==> src/hw/rtl/bdr_pkg.sv <==
package bdr_pkg;

  // Saturation limits of the formatter state.
  localparam int unsigned MAX_DEPTH   = 255;
  localparam int unsigned MAX_PENDING = 65535;

  // Most results one input transaction can cause (closing brace case).
  localparam int unsigned MAX_RESULTS = 5;
  localparam int unsigned RES_CNT_W   = $clog2(MAX_RESULTS + 1);

  // Character codes.
  localparam logic [7:0] CH_OPEN  = 8'h7B;
  localparam logic [7:0] CH_CLOSE = 8'h7D;
  localparam logic [7:0] CH_NL    = 8'h0A;
  localparam logic [7:0] CH_SP    = 8'h20;
  localparam logic [7:0] CH_NUL   = 8'h00;

  localparam logic [3:0] INDENT_RESET = 4'd2;

  // One source item as it travels through the input buffer.
  typedef struct packed {
    logic [7:0] ch;
    logic       eot;
  } item_t;

  // One run-length result.
  typedef struct packed {
    logic [7:0]  ch;
    logic [15:0] cnt;
  } result_t;

  // Formatter state carried from item to item.
  typedef struct packed {
    logic [7:0]  depth;
    logic        line_head;
    logic [15:0] pending;
  } fmt_state_t;

  // Clamp a sum of space counts to the pending limit.
  function automatic logic [15:0] sat_pending(input logic [16:0] v);
    logic [16:0] lim;
    lim = 17'(MAX_PENDING);
    return (v > lim) ? lim[15:0] : v[15:0];
  endfunction

endpackage

==> src/hw/rtl/bdr_in_skid.sv <==
module bdr_in_skid (
  input  logic           clk,
  input  logic           rst_n,
  input  logic           in_valid,
  output logic           in_stall,
  input  bdr_pkg::item_t in_item,
  input  logic           pop,
  output logic           head_valid,
  output bdr_pkg::item_t head_item
);
  import bdr_pkg::*;

  item_t       buf_r [2];
  item_t       buf_nxt [2];
  logic        wr_ptr_r, wr_ptr_nxt;
  logic        rd_ptr_r, rd_ptr_nxt;
  logic [1:0]  cnt_r, cnt_nxt;
  logic        push;
  logic        do_pop;

  // Stall comes straight from the fill count, so it never waits on the consumer.
  assign in_stall   = (cnt_r == 2'd2);
  assign head_valid = (cnt_r != 2'd0);
  assign head_item  = buf_r[rd_ptr_r];
  assign push       = in_valid && !in_stall;
  assign do_pop     = pop && head_valid;

  // Pointer and count update.
  always_comb begin
    wr_ptr_nxt = push ? ~wr_ptr_r : wr_ptr_r;
    rd_ptr_nxt = do_pop ? ~rd_ptr_r : rd_ptr_r;
    cnt_nxt    = cnt_r + 2'(push) - 2'(do_pop);
    buf_nxt    = buf_r;
    if (push) begin
      buf_nxt[wr_ptr_r] = in_item;
    end
  end

  always_ff @(posedge clk) begin
    if (!rst_n) begin
      wr_ptr_r <= 1'b0;
      rd_ptr_r <= 1'b0;
      cnt_r    <= 2'd0;
    end else begin
      wr_ptr_r <= wr_ptr_nxt;
      rd_ptr_r <= rd_ptr_nxt;
      cnt_r    <= cnt_nxt;
    end
  end

  // Entry storage needs no reset.
  always_ff @(posedge clk) begin
    buf_r <= buf_nxt;
  end

endmodule

==> src/hw/rtl/bdr_step.sv <==
module bdr_step (
  input  bdr_pkg::fmt_state_t               st,
  input  bdr_pkg::item_t                    item,
  input  logic [3:0]                        indent_width,
  output bdr_pkg::fmt_state_t               st_nxt,
  output bdr_pkg::result_t                  res [bdr_pkg::MAX_RESULTS],
  output logic [bdr_pkg::RES_CNT_W-1:0]     res_n,
  output logic                              is_end
);
  import bdr_pkg::*;

  logic [7:0]           dep_sel;
  logic [11:0]          prod;
  logic [15:0]          ind;
  logic [RES_CNT_W-1:0] k;

  // A closing brace is indented at the reduced depth; everything else at the current one.
  always_comb begin
    is_end  = item.eot || (item.ch == CH_NUL);
    dep_sel = ((item.ch == CH_CLOSE) && (st.depth != 8'd0)) ? st.depth - 8'd1 : st.depth;
    prod    = 12'(dep_sel) * 12'(indent_width);
    ind     = sat_pending(17'(prod));
  end

  // Build the result list in order and the next state.
  always_comb begin
    st_nxt = st;
    k      = '0;
    for (int i = 0; i < int'(MAX_RESULTS); i++) begin
      res[i] = '{ch: CH_NUL, cnt: 16'd0};
    end

    if (is_end) begin
      // Flush pending spaces, or write a bare end marker, then return to reset.
      if (st.pending != 16'd0) begin
        res[k] = '{ch: CH_SP, cnt: st.pending};
      end else begin
        res[k] = '{ch: CH_NUL, cnt: 16'd0};
      end
      k                 = k + 1'b1;
      st_nxt.depth      = 8'd0;
      st_nxt.line_head  = 1'b1;
      st_nxt.pending    = 16'd0;
    end else if (item.ch == CH_OPEN) begin
      // Space before the brace, then the brace and a newline.
      if (st.pending != 16'd0) begin
        res[k] = '{ch: CH_SP, cnt: st.pending};
        k      = k + 1'b1;
      end else if (!st.line_head) begin
        res[k] = '{ch: CH_SP, cnt: 16'd1};
        k      = k + 1'b1;
      end
      res[k] = '{ch: CH_OPEN, cnt: 16'd1};
      k      = k + 1'b1;
      res[k] = '{ch: CH_NL, cnt: 16'd1};
      k      = k + 1'b1;
      if (st.depth < 8'(MAX_DEPTH)) begin
        st_nxt.depth = st.depth + 8'd1;
      end
      st_nxt.pending    = 16'd0;
      st_nxt.line_head  = 1'b1;
    end else if (item.ch == CH_CLOSE) begin
      // Closing brace goes on a line of its own at the reduced depth.
      if (st.pending != 16'd0) begin
        res[k] = '{ch: CH_SP, cnt: st.pending};
        k      = k + 1'b1;
      end
      if (!st.line_head) begin
        res[k] = '{ch: CH_NL, cnt: 16'd1};
        k      = k + 1'b1;
      end
      if (ind != 16'd0) begin
        res[k] = '{ch: CH_SP, cnt: ind};
        k      = k + 1'b1;
      end
      res[k] = '{ch: CH_CLOSE, cnt: 16'd1};
      k      = k + 1'b1;
      res[k] = '{ch: CH_NL, cnt: 16'd1};
      k      = k + 1'b1;
      st_nxt.depth      = dep_sel;
      st_nxt.pending    = 16'd0;
      st_nxt.line_head  = 1'b1;
    end else if (item.ch == CH_NL) begin
      // Trailing spaces are dropped at a newline.
      res[k] = '{ch: CH_NL, cnt: 16'd1};
      k      = k + 1'b1;
      st_nxt.pending    = 16'd0;
      st_nxt.line_head  = 1'b1;
    end else begin
      // Indentation joins the pending count at the first byte of a line.
      if (st.line_head) begin
        st_nxt.pending    = sat_pending(17'(st.pending) + 17'(ind));
        st_nxt.line_head  = 1'b0;
      end
      if (item.ch == CH_SP) begin
        st_nxt.pending = sat_pending(17'(st_nxt.pending) + 17'd1);
      end else begin
        if (st_nxt.pending != 16'd0) begin
          res[k] = '{ch: CH_SP, cnt: st_nxt.pending};
          k      = k + 1'b1;
        end
        res[k] = '{ch: item.ch, cnt: 16'd1};
        k      = k + 1'b1;
        st_nxt.pending = 16'd0;
      end
    end
    res_n = k;
  end

endmodule

==> src/hw/rtl/brace_depth_reindenter.sv <==
// Brace-depth re-indenter. Source bytes enter on the in_ channel, one per
// transaction, and leave as run-length results (out_byte repeated
// out_repeat_count times) on the out_ channel. A byte is formatted from the
// head of the two-entry input buffer in the cycle it leaves the buffer, and its
// whole result list is loaded into a result register that shifts out one
// result per cycle while out_stall is low. Ordinary bytes give one result (two
// with pending spaces) and, with one result and no stall, sustain one
// transaction per cycle; a space gives none; a newline one; an opening brace
// two or three; a closing brace two to five. A byte holds the result register
// until its last result is taken, which sets the rate on brace-heavy text.
// out_last_of_run marks the final result of each input, out_text_done the
// final result of an end-of-text item. The user writes the indent width on the
// cfg_ port only while the block is idle (not enforced); cfg_ready is always high.
module brace_depth_reindenter (
  input  logic        clk,
  input  logic        rst_n,
  // Source byte channel.
  input  logic        in_valid,
  output logic        in_stall,
  input  logic [7:0]  in_byte,
  input  logic        in_end_of_text,
  // Result channel.
  output logic        out_valid,
  input  logic        out_stall,
  output logic [7:0]  out_byte,
  output logic [15:0] out_repeat_count,
  output logic        out_last_of_run,
  output logic        out_text_done,
  // Indent width register write.
  input  logic        cfg_valid,
  output logic        cfg_ready,
  input  logic [3:0]  cfg_indent_width
);
  import bdr_pkg::*;

  logic [3:0]           indent_r, indent_nxt;
  fmt_state_t           st_r, st_nxt, st_step;
  result_t              res_r [MAX_RESULTS];
  result_t              res_nxt [MAX_RESULTS];
  result_t              res_step [MAX_RESULTS];
  logic [RES_CNT_W-1:0] rem_r, rem_nxt, res_n;
  logic                 eot_r, eot_nxt;
  logic                 step_end;
  logic                 head_valid;
  item_t                head_item;
  item_t                in_item;
  logic                 load;
  logic                 take;

  assign cfg_ready = 1'b1;
  assign in_item   = '{ch: in_byte, eot: in_end_of_text};

  // Input buffer decouples the source from the result register.
  bdr_in_skid u_skid (
    .clk        (clk),
    .rst_n      (rst_n),
    .in_valid   (in_valid),
    .in_stall   (in_stall),
    .in_item    (in_item),
    .pop        (load),
    .head_valid (head_valid),
    .head_item  (head_item)
  );

  // Formatting of the item at the head of the buffer.
  bdr_step u_step (
    .st           (st_r),
    .item         (head_item),
    .indent_width (indent_r),
    .st_nxt       (st_step),
    .res          (res_step),
    .res_n        (res_n),
    .is_end       (step_end)
  );

  // Output side shows the front of the result register.
  assign out_valid        = (rem_r != '0);
  assign out_byte         = res_r[0].ch;
  assign out_repeat_count = res_r[0].cnt;
  assign out_last_of_run  = (rem_r == RES_CNT_W'(1));
  assign out_text_done    = (rem_r == RES_CNT_W'(1)) && eot_r;

  assign take = out_valid && !out_stall;
  assign load = head_valid && ((rem_r == '0) || ((rem_r == RES_CNT_W'(1)) && !out_stall));

  // Next values of the control state and the result register.
  always_comb begin
    indent_nxt = (cfg_valid && cfg_ready) ? cfg_indent_width : indent_r;
    st_nxt     = load ? st_step : st_r;
    rem_nxt    = rem_r;
    eot_nxt    = eot_r;
    res_nxt    = res_r;
    if (load) begin
      rem_nxt = res_n;
      eot_nxt = step_end;
      res_nxt = res_step;
    end else if (take) begin
      rem_nxt = rem_r - 1'b1;
      for (int i = 0; i < int'(MAX_RESULTS) - 1; i++) begin
        res_nxt[i] = res_r[i + 1];
      end
    end
  end

  always_ff @(posedge clk) begin
    if (!rst_n) begin
      indent_r <= INDENT_RESET;
      st_r     <= '{depth: 8'd0, line_head: 1'b1, pending: 16'd0};
      rem_r    <= '0;
      eot_r    <= 1'b0;
    end else begin
      indent_r <= indent_nxt;
      st_r     <= st_nxt;
      rem_r    <= rem_nxt;
      eot_r    <= eot_nxt;
    end
  end

  // Result payload needs no reset.
  always_ff @(posedge clk) begin
    res_r <= res_nxt;
  end

endmodule

==> config.mk <==
export PLATFORM = sky130hd
export DESIGN_NAME = brace_depth_reindenter
export DESIGN_NICKNAME = d
export VERILOG_FILES = /design/src/hw/rtl/bdr_pkg.sv /design/src/hw/rtl/bdr_in_skid.sv /design/src/hw/rtl/bdr_step.sv /design/src/hw/rtl/brace_depth_reindenter.sv
export SDC_FILE = /design/constraint.sdc
export NUM_CORES = 1
export LEC_CHECK = 0
export BUFFER_PORTS_ARGS = -buffer_cell sky130_fd_sc_hd__buf_2
export CORE_MARGIN = 4
export CORE_UTILIZATION = 30
export CTS_BUF_LIST = sky130_fd_sc_hd__clkbuf_4 sky130_fd_sc_hd__clkbuf_8 sky130_fd_sc_hd__clkbuf_16
export DETAILED_ROUTE_END_ITERATION = 8
export SYNTH_ARGS = -nofsm -noshare
export SYNTH_HDL_FRONTEND = slang
export SYNTH_SLANG_ARGS = --single-unit
==> constraint.sdc <==
create_clock -name clk -period 8.7 [get_ports clk]
set_input_delay 2.175 -clock clk [delete_from_list [all_inputs] [get_ports clk]]
set_output_delay 2.175 -clock clk [all_outputs]
set_load 0.02 [all_outputs]
Word-level counts from Yosys, hierarchy flattened. Cells that the tools add are included.

Bitwise operators: 26. Multiplexer cells: 97. Add/sub/neg operators: 14. Multiply operators: 1. Magnitude comparators: 20. Eq/ne operators: 7. Reduce and logical (&&, ||, !) cells: 30.

Operators with widths (count): $mux W120 (11); $demux W24 S3 (7); $mux W24 (20); $mux W96 (4); $and A105 B105 Y105 (3); $not A105 Y105 (3); $bwmux W120 (2); $and A85 B85 Y85 (2); $not A85 Y85 (2); $mux W17 (6); $mux W3 (26); $or A35 B35 Y35 (2); $mux W22 (3); $mux W16 (4); $mux W25 (2); $reduce_bool A16 Y1 (3); $or A15 B15 Y15 (3); $mux W9 (4); $gt A17 B16 Y1 const B (2); $ge A4 B4 Y1 const B (7); $lt A4 B1 Y1 const B (7); $not A3 Y4 (7); $mux W8 (3); $add A3 B1 Y3 const B (7); 31 further kinds (55).

Input port bits: 18. Output and inout bits: 29. Logic and storage cells: 218. Register bits after elaboration: 175.

Logic depth before layout (Yosys ltp).
Word-level depth: 35. Depth in mapped cells: 37.

Cells and area by module. Synthesis repeated with hierarchy kept, for this count alone.

Cell total of the unflattened synthesis: 1426. Area, all modules: 12100.4 µm².

By module, submodules not included: brace_depth_reindenter (cells an instance 611, area each 6331.1 µm², times used 1); bdr_step (cells an instance 762, area each 4899.7 µm², times used 1); bdr_in_skid (cells an instance 53, area each 869.6 µm², times used 1).

Worst setup path after synthesis. No wires, ideal clock.

Path kind: flip-flop to flip-flop. Start: register u_skid.rd_ptr_r. End: register res_r (netlist bit out_repeat_count[3]) (data pin). Buffers on the path: 3. Stages on the path, launching flop included: 31. Required time: 8.439 ns. Setup slack: 1.037 ns. Library setup time: 0.261 ns. Data arrival time: 7.402 ns. Cell sequence: dfxtp_1 > buf_4 > nor2_1 > a32oi_1 > a211oi_1 > and2_1 > buf_6 > nand2_1 > or3_1 > xnor2_1 > and2_1 > fa_1 > inv_1 > fa_1 > inv_1 > ha_1 > and3_2 > a221oi_2 > xnor2_1 > nor4_1 > nand3_1 > nor3_1 > inv_1 > fa_1 > ha_1 > clkbuf_1 > nor2_1 > nand4_1 > o2111ai_2 > o21ai_2 > a221o_2.

RTL lines: start: declaration (RTL line bdr_in_skid.sv:16) `logic rd_ptr_r, rd_ptr_nxt;`; start signal: assignment (RTL line bdr_in_skid.sv:46) `rd_ptr_r <= rd_ptr_nxt;`; end signal: assignment (RTL line brace_depth_reindenter.sv:121) `res_r <= res_nxt;`; end: declaration (RTL line brace_depth_reindenter.sv:38) `result_t res_r [MAX_RESULTS];`.

==> out/metrics.yaml <==
status: "completed"
via_per_inst: 5.46
hold_viol_final: 0
placement.io_buffers: 45
track_usage: 0.156
power_density_nw_per_um2: 269
layout.nets: 1160
r2r_cells: 28
async_flop_share: 0
clock_tree.root_cell: "clkbuf_16"
synth-edff-count: 97
critPathCaptureType: "register"
busiest_layer: "met2"
startpoint_type: "register"
swShare: 0.403
worst_pin_slew_ps: 1130
max_slew_margin: 0.245
cts_hold_buf: 0
antenna_cells: 0
met2_usage: 0.259
seqPwrFrac: 0.375
dr.pass1.iters: 6
syn_nets: 1144
cp.buffers_inverters: 4
internal_power_uw: 1770
fin_crit_ps: 8330
grt_use_met3: 0.0330
rrSetupSlack_ps: 370
gr-total-overflow: 0
rr_startpoint: "u_skid.rd_ptr_r"
numCtsBuffers: 17
crit_slowest_cell: "fa_1"
p_clk_frac: 0.241
setup_viol: 0
crit_required_ps: 8880
insertion_delay_ps: 430
skew_ps: 12.1
min_from: "res_r[55]"
route.detailed.drc: 0
grt_pass1_vias: 8048
avgSynthCellArea_um2: 9.16
crit_family: "simple AND/OR/NAND/NOR gates"
drv_cap: 0
syn_to_final_growth_pct: 12.8
hold_path_class: "reg -> reg"
die_x_um: 188
postLayoutCellArea_um2: 11000
cts.sinks: 134
hpwl_um: 21000
hold_depth: 2
coreArea_um2: 31800
ys_ff_latch: 134
power_uw: 2960
num_vias: 8352
fin_crit_sh: 0.958
max_freq_mhz: 120
cp_max_fo: 13
grt_pass1_wl_um: 44700
critical_path_arrival_ps: 8510
synth-main-ff-cell: "edfxtp_1"
die_h_um: 188
cp.depth: 28
drt-initial-drc-count: 852
preCtsSetupSlack_ps: 189
yosysWarningCount: 0
vdd_drop_max_uv: 150
layout_commonest_cell: "nand2_1"
antenna_found_initial: 1
dpl-instance-area_um2: 10300
ant_nets: 0
grt_max_degree: 84
synth.distinct_cells: 101
fin_ws_ps: 367
clk_pin_slew_ps: 70
tns_ps: 0
cts.path.max_buffers: 2
synth_seq_area_share: 0.375
initial_core_util: 0.307
hold_end: "res_r[79]"
layout-drive-gt1-share: 0.148
most-common-layout-cells: "nand2_1 (107), edfxtp_1 (97), nor2_1 (90), a21oi_1 (69), o21ai_0 (67)"
num_rows: 65
grtUsageMet1: 0.206
synthCells: 1065
maxSlewViolCount: 0
drt_wl_total_um: 28600
die_area_um2: 35500
place_inst: 1493
path_class: "reg -> reg"
r2r-end: "out_repeat_count[3]"
power_switching_uw: 1190
htreeDepth: 4
p_leak_uw: 0.00419
drt-wirelength-per-cell_um: 18.7
cts_tree: "built"
comb_power_share: 0.384
gp_congestion: 0.933
slowest_delay_ps: 530
synthesis.area_um2: 9750
ioPinCount: 47
final_cells: 1529
==> metrics by stage <==
step | hold WS, ps | utilization
after detailed placement | 508 | 0.324
after global routing | 552 | 0.346
after CTS | 526 | 0.342
after floorplan | 469 | -
final | 526 | 0.346
after global placement | 499 | 0.324
==> registers in the layout, indices dropped and copies added, names as in the netlist <==
| name | flops |
|---|---|
| res_r | 55 |
| out_repeat_count | 16 |
| u_skid.wr_ptr_r | 1 |
| rem_r | 3 |
| indent_r | 4 |
| st_r | 25 |
| out_byte | 8 |
| u_skid.cnt_r | 2 |
| u_skid.rd_ptr_r | 1 |
| eot_r | 1 |
| u_skid.buf_r | 18 |
==> Yosys cell counts, types with 5 or more instances <==
cell type	n	area share
xor2_1	18	0.016
a21o_1	15	0.012
edfxtp_1	97	0.30
o21a_1	6	0.0046
nor2_1	91	0.035
nand3_1	27	0.014
o21ai_0	69	0.035
buf_4	29	0.022
a311oi_1	6	0.0054
ha_1	47	0.060
o221ai_1	7	0.0063
xnor2_1	21	0.019
and2_1	15	0.0096
nor2b_1	21	0.013
nand3b_1	6	0.0046
a222oi_1	8	0.0082
a211o_1	6	0.0054
nand2b_1	13	0.0083
o211ai_1	10	0.0077
a31oi_1	13	0.0083
nand2_1	108	0.042
fa_1	14	0.029
inv_1	54	0.021
and3_1	10	0.0064
nor4_1	9	0.0058
nand4_1	9	0.0058
mux2i_1	14	0.014
dfxtp_1	37	0.076
buf_2	8	0.0041
a31o_2	5	0.0045
a22o_1	8	0.0072
nor3_1	26	0.013
clkbuf_1	32	0.012
a211oi_1	16	0.012
a21oi_1	70	0.036
or3_1	6	0.0039
==> worst max path at each step <==
stage	endpoint	startpoint	slack, ps
2_1_floorplan	out_repeat_count[3]	u_skid.rd_ptr_r	1040
3_3_place_gp	out_repeat_count[6]	u_skid.rd_ptr_r	200
3_5_place_dp	out_repeat_count[6]	u_skid.rd_ptr_r	190
4_1_cts	out_repeat_count[6]	u_skid.rd_ptr_r	130
5_1_grt	out_repeat_count[3]	u_skid.rd_ptr_r	-50
6_report	out_repeat_count[3]	u_skid.rd_ptr_r	370
==> cells by family (layout without fill, tap and decap cells) <==
family                   count (synthesis)  count (layout)  synth area share
AO/OA/AOI/OAI                          319             319             0.232
XOR/XNOR                                40              40            0.0367
adder cells (fa/ha/maj)                 61              61            0.0891
buffers and inverters                  128             157            0.0634
flip-flops                             134             134             0.375
multiplexers                            18              18            0.0201
other                                    1               1          0.000385
AND/OR/NAND/NOR                        364             364             0.183
==> worst reg2reg max path, delay by kind of cell, from the launching register on <==
family,cells,cell delay [ps]
buf+inv,4,330
xor+xnor,2,460
compound gates,5,1620
flops,1,430
simple gates,12,2900
fa+ha+maj,5,2330
==> cell type report <==
class	count	area, um2
clock inverter	15	164
timing repair buffer	69	405
multi-input combinational	803	5590
sequential	134	3650
fill	3216	20800
tap	435	544
inverter	56	213
clock buffer	17	425
==> per-layer routing <==
metal	vias up	share of wire	wire length, um
li1	3977	-	-
met1	4005	0.44	12500
met2	317	0.48	13700
met3	51	0.062	1770
met4	2	0.020	569
met5	-	0.00024	7
==> power groups by stage <==
stage	Clock (uW)	Sequential [uW]	Combinational, uW
after floorplan	0	1110	864
after global placement	0	1120	1110
after detailed placement	0	1120	1120
after CTS	719	1110	1120
after global routing	749	1130	1250
final	714	1110	1140
==> what timing repair did <==
action | 4_1_cts | 5_1_grt
gates resized for setup | 0 | 17
setup endpoints to repair | 0 | 69
hold endpoints to repair | 0 | 0
buffers inserted | 0 | 4
(Power assumes the default switching activity.)
